--- src/design/red_pkg.sv ---
package red_pkg;

  // Width of the step counter and of the debounce timer
  localparam int unsigned COUNT_BITS = 32;
  localparam int unsigned TIMER_BITS = 20;

  // Field widths of the ports
  localparam int unsigned POS_W      = 32;
  localparam int unsigned DEB_W      = 20;
  localparam int unsigned CFG_DATA_W = 20;
  localparam int unsigned CFG_IDX_W  = 1;

  // Register indexes
  localparam logic [CFG_IDX_W-1:0] CFG_DEBOUNCE_TICKS = 1'd0;
  localparam logic [CFG_IDX_W-1:0] CFG_FLIP_DIRECTION = 1'd1;

  // Register reset values
  localparam logic [DEB_W-1:0] DEBOUNCE_RESET = DEB_W'(1000);

  typedef enum logic [2:0] {
    PH_ARMED    = 3'b001,
    PH_DEBOUNCE = 3'b010,
    PH_WAIT     = 3'b100
  } phase_e;

  typedef enum logic [1:0] {
    DIR_NONE = 2'd0,
    DIR_CW   = 2'd1,
    DIR_CCW  = 2'd2
  } dir_e;

  typedef struct packed {
    logic [POS_W-1:0] position;
    dir_e             direction;
    logic             step_event;
  } result_t;

endpackage

--- src/design/rotary_encoder_debounced_decoder_core.sv ---
// A result is registered in the output register, or in the skid when it is stalled.
// Throughput: one item per cycle while the skid is empty; the phase machine, debounce
// timer and step counter all update in the cycle the item is taken.
// A two-entry result buffer (output register plus skid) keeps input open while
// a result waits. Reset: asynchronous, active low; pins idle high, phase armed.
module rotary_encoder_debounced_decoder_core (
  input  logic                                clk_i,
  input  logic                                rst_ni,
  // sample input channel
  input  logic                                in_valid_i,
  output logic                                in_stall_o,
  input  logic                                clk_level_i,
  input  logic                                dta_level_i,
  input  logic                                clear_count_i,
  // result channel
  output logic                                out_valid_o,
  input  logic                                out_stall_i,
  output logic signed [red_pkg::POS_W-1:0]    position_o,
  output logic [1:0]                          direction_o,
  output logic                                step_event_o,
  // register write channel
  input  logic                                cfg_valid_i,
  output logic                                cfg_ready_o,
  input  logic [red_pkg::CFG_IDX_W-1:0]       cfg_index_i,
  input  logic [red_pkg::CFG_DATA_W-1:0]      cfg_data_i
);

  // ---------------- configuration registers ----------------
  logic [red_pkg::DEB_W-1:0] deb_ticks_q;
  logic                      flip_q;

  assign cfg_ready_o = 1'b1;

  always_ff @(posedge clk_i or negedge rst_ni) begin
    if (!rst_ni) begin
      deb_ticks_q <= red_pkg::DEBOUNCE_RESET;
      flip_q      <= 1'b0;
    end else if (cfg_valid_i && cfg_ready_o) begin
      case (cfg_index_i)
        red_pkg::CFG_DEBOUNCE_TICKS: deb_ticks_q <= red_pkg::DEB_W'(cfg_data_i);
        red_pkg::CFG_FLIP_DIRECTION: flip_q      <= cfg_data_i[0];
        default: ;
      endcase
    end
  end

  // ---------------- decoder state ----------------
  logic                                last_clk_q, last_clk_d;
  logic                                last_dta_q, last_dta_d;
  red_pkg::phase_e                     phase_q, phase_d;
  logic [red_pkg::TIMER_BITS-1:0]      timer_q, timer_d;
  logic                                cap_dta_q, cap_dta_d;
  logic [red_pkg::COUNT_BITS-1:0]      count_q, count_d;
  red_pkg::dir_e                       dir_q, dir_d;

  // result buffer: output register plus skid entry
  red_pkg::result_t                    out_q, out_d;
  red_pkg::result_t                    skid_q, skid_d;
  logic                                out_valid_q, out_valid_d;
  logic                                skid_valid_q, skid_valid_d;

  logic                                in_xfer;
  logic                                out_xfer;
  logic                                clk_fall;
  logic                                dta_edge;
  logic                                stepped;
  logic [red_pkg::TIMER_BITS-1:0]      timer_dec;
  logic [red_pkg::TIMER_BITS-1:0]      timer_load;
  red_pkg::result_t                    res;

  assign in_stall_o = skid_valid_q;
  assign in_xfer    = in_valid_i && !skid_valid_q;
  assign out_xfer   = out_valid_q && !out_stall_i;

  assign clk_fall   = last_clk_q && !clk_level_i;
  assign dta_edge   = last_dta_q != dta_level_i;
  assign timer_dec  = timer_q - 1'b1;

  // zero load counts as one tick
  always_comb begin
    timer_load = red_pkg::TIMER_BITS'(deb_ticks_q);
    if (timer_load == '0) begin
      timer_load = red_pkg::TIMER_BITS'(1);
    end
  end

  // one tick of the phase machine
  always_comb begin
    phase_d   = phase_q;
    timer_d   = timer_q;
    cap_dta_d = cap_dta_q;
    count_d   = count_q;
    dir_d     = dir_q;
    stepped   = 1'b0;

    case (phase_q)
      red_pkg::PH_DEBOUNCE: begin
        if (dta_edge) begin
          // data bounce cancels the pending check
          timer_d = '0;
          phase_d = red_pkg::PH_ARMED;
        end else begin
          timer_d = timer_dec;
          if (timer_dec == '0) begin
            if (!clk_level_i && (dta_level_i == cap_dta_q)) begin
              if (cap_dta_q == !flip_q) begin
                count_d = count_q + 1'b1;
                dir_d   = red_pkg::DIR_CW;
              end else begin
                count_d = count_q - 1'b1;
                dir_d   = red_pkg::DIR_CCW;
              end
              stepped = 1'b1;
              phase_d = red_pkg::PH_WAIT;
            end else begin
              phase_d = red_pkg::PH_ARMED;
            end
          end
        end
      end
      red_pkg::PH_WAIT: begin
        if (dta_edge) begin
          phase_d = red_pkg::PH_ARMED;
        end
      end
      default: begin
        if (clk_fall) begin
          cap_dta_d = dta_level_i;
          timer_d   = timer_load;
          phase_d   = red_pkg::PH_DEBOUNCE;
        end else begin
          phase_d = red_pkg::PH_ARMED;
        end
      end
    endcase

    // clear wins over a step on the same tick
    if (clear_count_i) begin
      count_d = '0;
      dir_d   = red_pkg::DIR_NONE;
      stepped = 1'b0;
    end

    last_clk_d = clk_level_i;
    last_dta_d = dta_level_i;
  end

  // count is sign-extended or truncated to the port width
  always_comb begin
    res.position   = red_pkg::POS_W'(signed'(count_d));
    res.direction  = dir_d;
    res.step_event = stepped;
  end

  always_ff @(posedge clk_i or negedge rst_ni) begin
    if (!rst_ni) begin
      last_clk_q <= 1'b1;
      last_dta_q <= 1'b1;
      phase_q    <= red_pkg::PH_ARMED;
      timer_q    <= '0;
      cap_dta_q  <= 1'b0;
      count_q    <= '0;
      dir_q      <= red_pkg::DIR_NONE;
    end else if (in_xfer) begin
      last_clk_q <= last_clk_d;
      last_dta_q <= last_dta_d;
      phase_q    <= phase_d;
      timer_q    <= timer_d;
      cap_dta_q  <= cap_dta_d;
      count_q    <= count_d;
      dir_q      <= dir_d;
    end
  end

  // result buffer steering: skid drains first, keeps order
  always_comb begin
    out_d        = out_q;
    skid_d       = skid_q;
    skid_valid_d = skid_valid_q;
    out_valid_d  = out_valid_q && !out_xfer;

    if (!out_valid_q || out_xfer) begin
      if (skid_valid_q) begin
        out_d        = skid_q;
        out_valid_d  = 1'b1;
        skid_valid_d = 1'b0;
      end else if (in_xfer) begin
        out_d       = res;
        out_valid_d = 1'b1;
      end
    end else if (in_xfer) begin
      skid_d       = res;
      skid_valid_d = 1'b1;
    end
  end

  always_ff @(posedge clk_i or negedge rst_ni) begin
    if (!rst_ni) begin
      out_valid_q  <= 1'b0;
      skid_valid_q <= 1'b0;
    end else begin
      out_valid_q  <= out_valid_d;
      skid_valid_q <= skid_valid_d;
    end
  end

  always_ff @(posedge clk_i) begin
    out_q  <= out_d;
    skid_q <= skid_d;
  end

  assign out_valid_o  = out_valid_q;
  assign position_o   = signed'(out_q.position);
  assign direction_o  = out_q.direction;
  assign step_event_o = out_q.step_event;

endmodule

--- config.mk ---
export PLATFORM = sky130hd
export DESIGN_NAME = rotary_encoder_debounced_decoder_core
export DESIGN_NICKNAME = d
export VERILOG_FILES = /design/src/design/red_pkg.sv /design/src/design/rotary_encoder_debounced_decoder_core.sv
export SDC_FILE = /design/constraint.sdc
export NUM_CORES = 1
export LEC_CHECK = 0
export ABC_AREA = 1
export BUFFER_PORTS_ARGS = -buffer_cell sky130_fd_sc_hd__buf_2
export CORE_ASPECT_RATIO = 0.5
export CORE_UTILIZATION = 65
export CTS_CLUSTER_SIZE = 14
export DETAILED_ROUTE_END_ITERATION = 8
export GPL_TIMING_DRIVEN = 0
export PLACE_DENSITY = 0.85
export SLEW_MARGIN = 20
export SYNTH_ARGS = -nofsm -noshare
export SYNTH_HDL_FRONTEND = slang
export SYNTH_SLANG_ARGS = --single-unit
--- constraint.sdc ---
create_clock -name clk_i -period 4.9 [get_ports clk_i]
set_clock_uncertainty 0.2 [all_clocks]
set_input_delay 0.245 -clock clk_i [delete_from_list [all_inputs] [get_ports clk_i]]
set_output_delay 0.245 -clock clk_i [all_outputs]
set_load 0.01 [all_outputs]
---- After elaboration in Yosys (flattened, before gate mapping) ----
Index checks and enable logic that the tools add are counted.
storage, ports and cells
  output and inout port bits .............. 38
  logic and storage cells ................. 90
  register bits ........................... 153
operators by class
  add/subtract/negate cells ............... 3
  reduce and logical (&&, ||, !) cells .... 25
  mux-type cells .......................... 34
  bitwise gates (word level) .............. 4
  equality and inequality tests ........... 7
operator list
  operator               number
  $mux 32                6
  $mux 35                2
  $mux 20                3
  $logic_not 20->1       2
  $pmux 20 s2            1
  $add 32x1->32 const B  1
  $sub 32x1->32 const B  1
  $sub 20x1->20 const B  1
  $mux 2                 7
  $mux 3                 4
  $mux 1                 10
  $reduce_and 3->1       3
  $reduce_and 2->1       4
  $logic_not 1->1        6
  $pmux 3 s2             1
  $reduce_bool 2->1      3
  $logic_and 1x1->1      5
  $not 1->1              4
  $eq 3x2->1 const B     1
  $eq 3x3->1 const B     1
  $ne 3x3->1 const B     1
  $eq 1x1->1             2
  $ne 2x2->1 const B     1
  $reduce_or 2->1        1
  2 further kinds        2

---- Logic depth before layout (Yosys ltp) ----
  word-level depth ........................ 10
  mapped depth ............................ 18
  mapped depth without buffers ............ 18

---- Least setup slack after synthesis ----
No wires, ideal clock.
  path kind ............................... register to register
  from .................................... register cap_dta_q
  to ...................................... register skid_q[33] in the netlist's numbering, data pin
  cell stages (with the launch flop) ...... 17
  data arrival time ....................... 2.789 ns
  buffers on the path ..................... 0
  period minus slack after synthesis ...... 3.243 ns
  setup slack ............................. 1.657 ns
  required time ........................... 4.445 ns
  path through ............................ dfrtp_1 -> xor2_1 -> inv_1 -> ha_1 -> a21oi_1 -> nand2_1 -> nand2_1 -> nand2_1 -> nand3_1 -> nand2_1 -> nand2_1 -> nand2_1 -> nand2_1 -> inv_1 -> o21ai_0 -> nand3_2 -> and2_1
on the way
  longest elaborated chain between the ends .. 7
  elaborated cells on any way between the ends .. 9
RTL lines
  element                                              line                                                                                        RTL
  from (decl)                                          rotary_encoder_debounced_decoder_core.sv:52                                                 logic cap_dta_q, cap_dta_d;
  from (signal assigned)                               rotary_encoder_debounced_decoder_core.sv:169                                                cap_dta_q <= cap_dta_d;
  $eq 1x1->1, on equally long branches                 rotary_encoder_debounced_decoder_core.sv:106, rotary_encoder_debounced_decoder_core.sv:105
  $mux 32 / $logic_and 1x1->1 (equally long branches)  rotary_encoder_debounced_decoder_core.sv:106, rotary_encoder_debounced_decoder_core.sv:105
  $mux 32 (*)                                          rotary_encoder_debounced_decoder_core.sv:105                                                if (!clk_level_i && (dta_level_i == cap_dta_q)) begin
  $mux 32 (*)                                          rotary_encoder_debounced_decoder_core.sv:104                                                if (timer_dec == '0) begin
  $mux 32 (*)                                          rotary_encoder_debounced_decoder_core.sv:98                                                 if (dta_edge) begin
  $mux 32 (*)                                          rotary_encoder_debounced_decoder_core.sv:96                                                 case (phase_q)
  $mux 32 (*)                                          rotary_encoder_debounced_decoder_core.sv:138                                                if (clear_count_i) begin
  named net count_d (one bit)                          rotary_encoder_debounced_decoder_core.sv:53                                                 logic [red_pkg::COUNT_BITS-1:0] count_q, count_d;
  to (signal assigned)                                 rotary_encoder_debounced_decoder_core.sv:209                                                skid_q <= skid_d;
  to (decl)                                            rotary_encoder_debounced_decoder_core.sv:58                                                 red_pkg::result_t skid_q, skid_d;
The timed path passes the listed nets; every way through them passes the cells marked *.
A chain may end at the register's enable or synchronous reset.

---- Final worst setup path ----
  from .................................... register cap_dta_q
  to ...................................... register skid_q[30] in the netlist's numbering, data pin
Same word-level chain as after synthesis.

==> impl_metrics.csv <==
group,metric,value,unit
detailed_routing,vias_per_cell,5.91,
clock_network,cts_tree,"built",
logic_synthesis,async_reset_ff_frac,0.542,
grt,overflow,0,
logic_synthesis,synth_flop_cell,"dfrtp_1",
logic_synthesis,avgSynthCellArea,7.75,µm²
clock_network,cts.sinks,153,
timing,finalSetupViolCount,0,
clock_network,root_buffer,"clkbuf_16",
setup_path,cp_num_buf_inv,1,
logic_synthesis,ys_ff_latch,153,
grt,grt_start_max_net_pins,44,
grt,grt_pass1_vias,8993,
power,vdd_drop_max,0.273,mV
die,ios,67,
clock_network,cts_setup_buffers,0,
grt,gr-usage-all-layers,0.369,
logic_synthesis,ys_warn_count,0,
die,core_area,0.0146,mm²
logic_synthesis,yosysTopAreaCellShare,0.214,
clock_network,worst_skew_pair.late_latency,0.43,ns
placed_design,hpwl,19800,µm
timing,rsz0062_at_grt,"no",
die,die_y,88.9,µm
setup_path,path_max_fanout,40,
setup_path,cp-start-kind,"flip-flop",
die,initial_utilization,0.672,
logic_synthesis,synth_cells,1265,
finish,final_layout_size_suffix_gt1_frac,0.131,
placed_design,numPlacedInstances,1531,
timing,max_slew.worst_pin.slew,0.837,ns
clock_network,cts_htree_levels,4,
die,row_count,31,
finish,area_growth,16.3,%
setup_path,max_stage_delay,0.62,ns
setup_path,crit_path_end_kind,"flip-flop",
setup_path,path_class,"flip-flop to flip-flop",
setup_path,path_cells,"xor2_1 -> inv_2 -> ha_1 -> a21oi_1 -> o21ai_0 -> a21oi_1 -> nor3_1 -> nor3_1 -> nand3_1 -> nand2_1 -> nand2_2 -> and2_1",
logic_synthesis,ys_seq_area_frac,0.427,
power,p_leak,5.54,nW
logic_synthesis,synth_area_leaders,"edfxtp_1, dfrtp_1, nand2_1",
finish,n_fill_cell,1020,
timing,finalHoldViolCount,0,
timing,fin_crit,3.71,ns
power,power_density,400,mW/mm²
logic_synthesis,syn_nets,1334,
finish,final_area,0.0114,mm²
detailed_routing,routed_wirelength,28100,µm
logic_synthesis,synth-edff-count,70,
timing,post-route-period-util,0.758,
timing,maxSlewHeadroom,0.442,
logic_synthesis,synth_area_leader_cell,"edfxtp_1",
clock_network,cts_made_buffers,17,
detailed_routing,drt-pass1-iter-count,8,
detailed_routing,ant_nets,0,
detailed_routing,wire_per_inst,17.7,µm
grt,grt_antenna_before_repair,0,
finish,nets,1448,
logic_synthesis,netlist_area,0.00981,mm²
setup_path,crit_required,4.88,ns
finish,instances_no_fill,1590,
clock_network,clk_pin_slew,0.07,ns
timing,fmax,0.269,GHz
die,die_area,0.0156,mm²
setup_path,cp.arrival,3.70,ns
timing,fin_setup_tns,0,ns
clock_network,ctsResizeCount,0,
placed_design,placed_cell_area,0.0105,mm²
detailed_routing,drcViolationCount,0,
die,die_w,176,µm
logic_synthesis,yosysUniqueCellTypes,47,
grt,grt_pass1_wl,43900,µm
clock_network,cts_buffer_depth,2,
timing,slew_viol_final,0,
setup_path,cp_top_family,"simple AND/OR/NAND/NOR gates",
hold_path,min_path_type,"input port to flip-flop",
placed_design,place.gp.congestion,0.996,
run,maxCapViolations,0,
detailed_routing,vias,9389,
status,status,"complete, no violations",
placed_design,port_buffers,65,
detailed_routing,drt_iter0_markers,962,
finish,antenna_cells,0,
setup_path,slowest_stage,"inv_2",
[layer usage]
layer	wire length, µm	GRT usage	vias up	part of all wire
met5	0	0	-	0
met4	1220	0.210	0	0.043
met3	2190	0.0528	102	0.078
met2	13300	0.638	509	0.47
met1	11400	0.455	4354	0.40
li1	-	-	4424	-
[cell families (layout without fill, tap and decap cells)]
group | Yosys count | in the layout | share of synthesized area
AOI/OAI and AO/OA | 180 | 180 | 0.110
muxes | 4 | 4 | 0.00459
adders and majority gates | 40 | 40 | 0.0518
buffers and inverters | 190 | 317 | 0.0769
xor gates and xnor gates | 25 | 25 | 0.0223
DFF | 153 | 153 | 0.427
and+or+nand+nor | 672 | 672 | 0.306
other | 1 | 1 | 0.000382
[placed cells by master (no fill, tap or decap), types with 4 or more instances in the layout]
| cell type | count |
|---|---|
| inv_1 | 144 |
| nand2_1 | 364 |
| buf_1 | 6 |
| o21bai_1 | 6 |
| dfrtp_1 | 74 |
| o21ai_1 | 15 |
| dfstp_2 | 9 |
| and2_1 | 5 |
| buf_6 | 4 |
| nor4_1 | 4 |
| nand4_1 | 30 |
| nor2_1 | 103 |
| mux2_2 | 4 |
| o22ai_1 | 5 |
| nand3_2 | 10 |
| clkbuf_1 | 22 |
| inv_2 | 6 |
| a21oi_1 | 70 |
| o21ai_0 | 40 |
| buf_2 | 67 |
| nand2_2 | 16 |
| a21oi_4 | 7 |
| clkbuf_16 | 20 |
| dlygate4sd3_1 | 27 |
| nand3_1 | 100 |
| edfxtp_1 | 70 |
| ha_1 | 39 |
| nor3_1 | 9 |
| nand3b_1 | 8 |
| xor2_1 | 16 |
| nor2_4 | 6 |
| nor2_2 | 9 |
| xnor2_1 | 9 |
| o21a_1 | 14 |
| a22oi_1 | 13 |
| a21o_1 | 4 |
[cell usage after synthesis (2+ instances only)]
library cell,number
o21ai_0,40
a21oi_4,6
nor2_4,5
o21ai_1,15
mux2_2,4
buf_2,3
o21bai_1,6
nand3_2,10
o21a_1,14
nor2_2,9
and3_1,3
buf_1,7
xnor2_1,9
inv_1,145
nand3_1,100
a21o_1,4
edfxtp_1,70
a31oi_1,3
clkbuf_1,21
ha_1,39
dfrtp_1,74
xor2_1,16
nor3_1,9
nor4_1,4
buf_6,4
dfstp_2,9
nor2_1,104
nand3b_1,8
or2_2,2
nand4_1,30
clkinv_1,3
a22oi_1,13
nand2_2,16
inv_2,5
o22ai_1,5
and2_1,5
a21oi_1,71
buf_4,2
nand2_1,364
[flip-flops by register name, indices dropped and copies added, names as in the netlist]
| signal | count |
|---|---|
| direction_o | 2 |
| skid_q | 35 |
| step_event_o | 1 |
| flip_q | 1 |
| cap_dta_q | 1 |
| phase_q | 3 |
| last_clk_q | 1 |
| last_dta_q | 1 |
| in_stall_o | 1 |
| count_q | 32 |
| position_o | 32 |
| dir_q | 2 |
| timer_q | 20 |
| deb_ticks_q | 20 |
| out_valid_o | 1 |
[stage by stage]
stage / hold slack [ns] / setup WS [ns] / util / total power, mW
2_1_floorplan: -0.251 / 1.66 / - / 2.66
3_3_place_gp: 0.251 / 0.704 / 0.712 / 2.99
3_5_place_dp: 0.0597 / 1.28 / 0.719 / 3.04
4_1_cts: 0.00835 / 1.26 / 0.782 / 4.51
5_1_grt: 0.0303 / 0.900 / 0.782 / 4.77
6_report: 0.0299 / 1.19 / 0.782 / 4.56
[area by class of cell]
type / instances / area (µm²) / share of cell area
multi-input combinational: 922 / 4880 / 0.428
sequential: 153 / 4190 / 0.367
timing repair buffer: 95 / 681 / 0.0597
inverter: 153 / 574 / 0.0503
clock buffer: 23 / 532 / 0.0466
tap: 198 / 248 / 0.0217
buffer: 37 / 181 / 0.0159
clock inverter: 9 / 121 / 0.0106
[tightest hold or removal path: stages]
cell and delay (ns):
buf_2 0.12, nand2_1 0.14, nand2_1 0.11
[repair_timing]
action / CTS / global route
hold endpoints to repair: 69 / 0
hold buffers: 27 / 0
setup endpoints to repair: 0 / 0
[final timing paths]
kind,start,to,slack (ns),cells past startpoint
max,cap_dta_q$_DFFE_PN0P_,skid_q[30]$_DFFE_PP_,1.19,12
min,out_stall_i,out_valid_o$_DFF_PN0_,0.03,3
max reg2reg,cap_dta_q$_DFFE_PN0P_,skid_q[30]$_DFFE_PP_,1.19,12
min reg2reg,phase_q[0]$_DFFE_PN1P_,phase_q[0]$_DFFE_PN1P_,0.30,2
max in group asynchronous,rst_ni,count_q[16]$_DFFE_PN0P_,3.73,3
min in group asynchronous,rst_ni,deb_ticks_q[18]$_DFFE_PN0P_,0.14,2
[power by group]
part	switching, mW	internal [mW]	total (mW)
logic	0.984	0.460	1.44
registers	0.135	1.51	1.65
clock network	0.587	0.883	1.47
total	1.71	2.85	4.56
No activity file was read; power rests on OpenSTA's default activity.
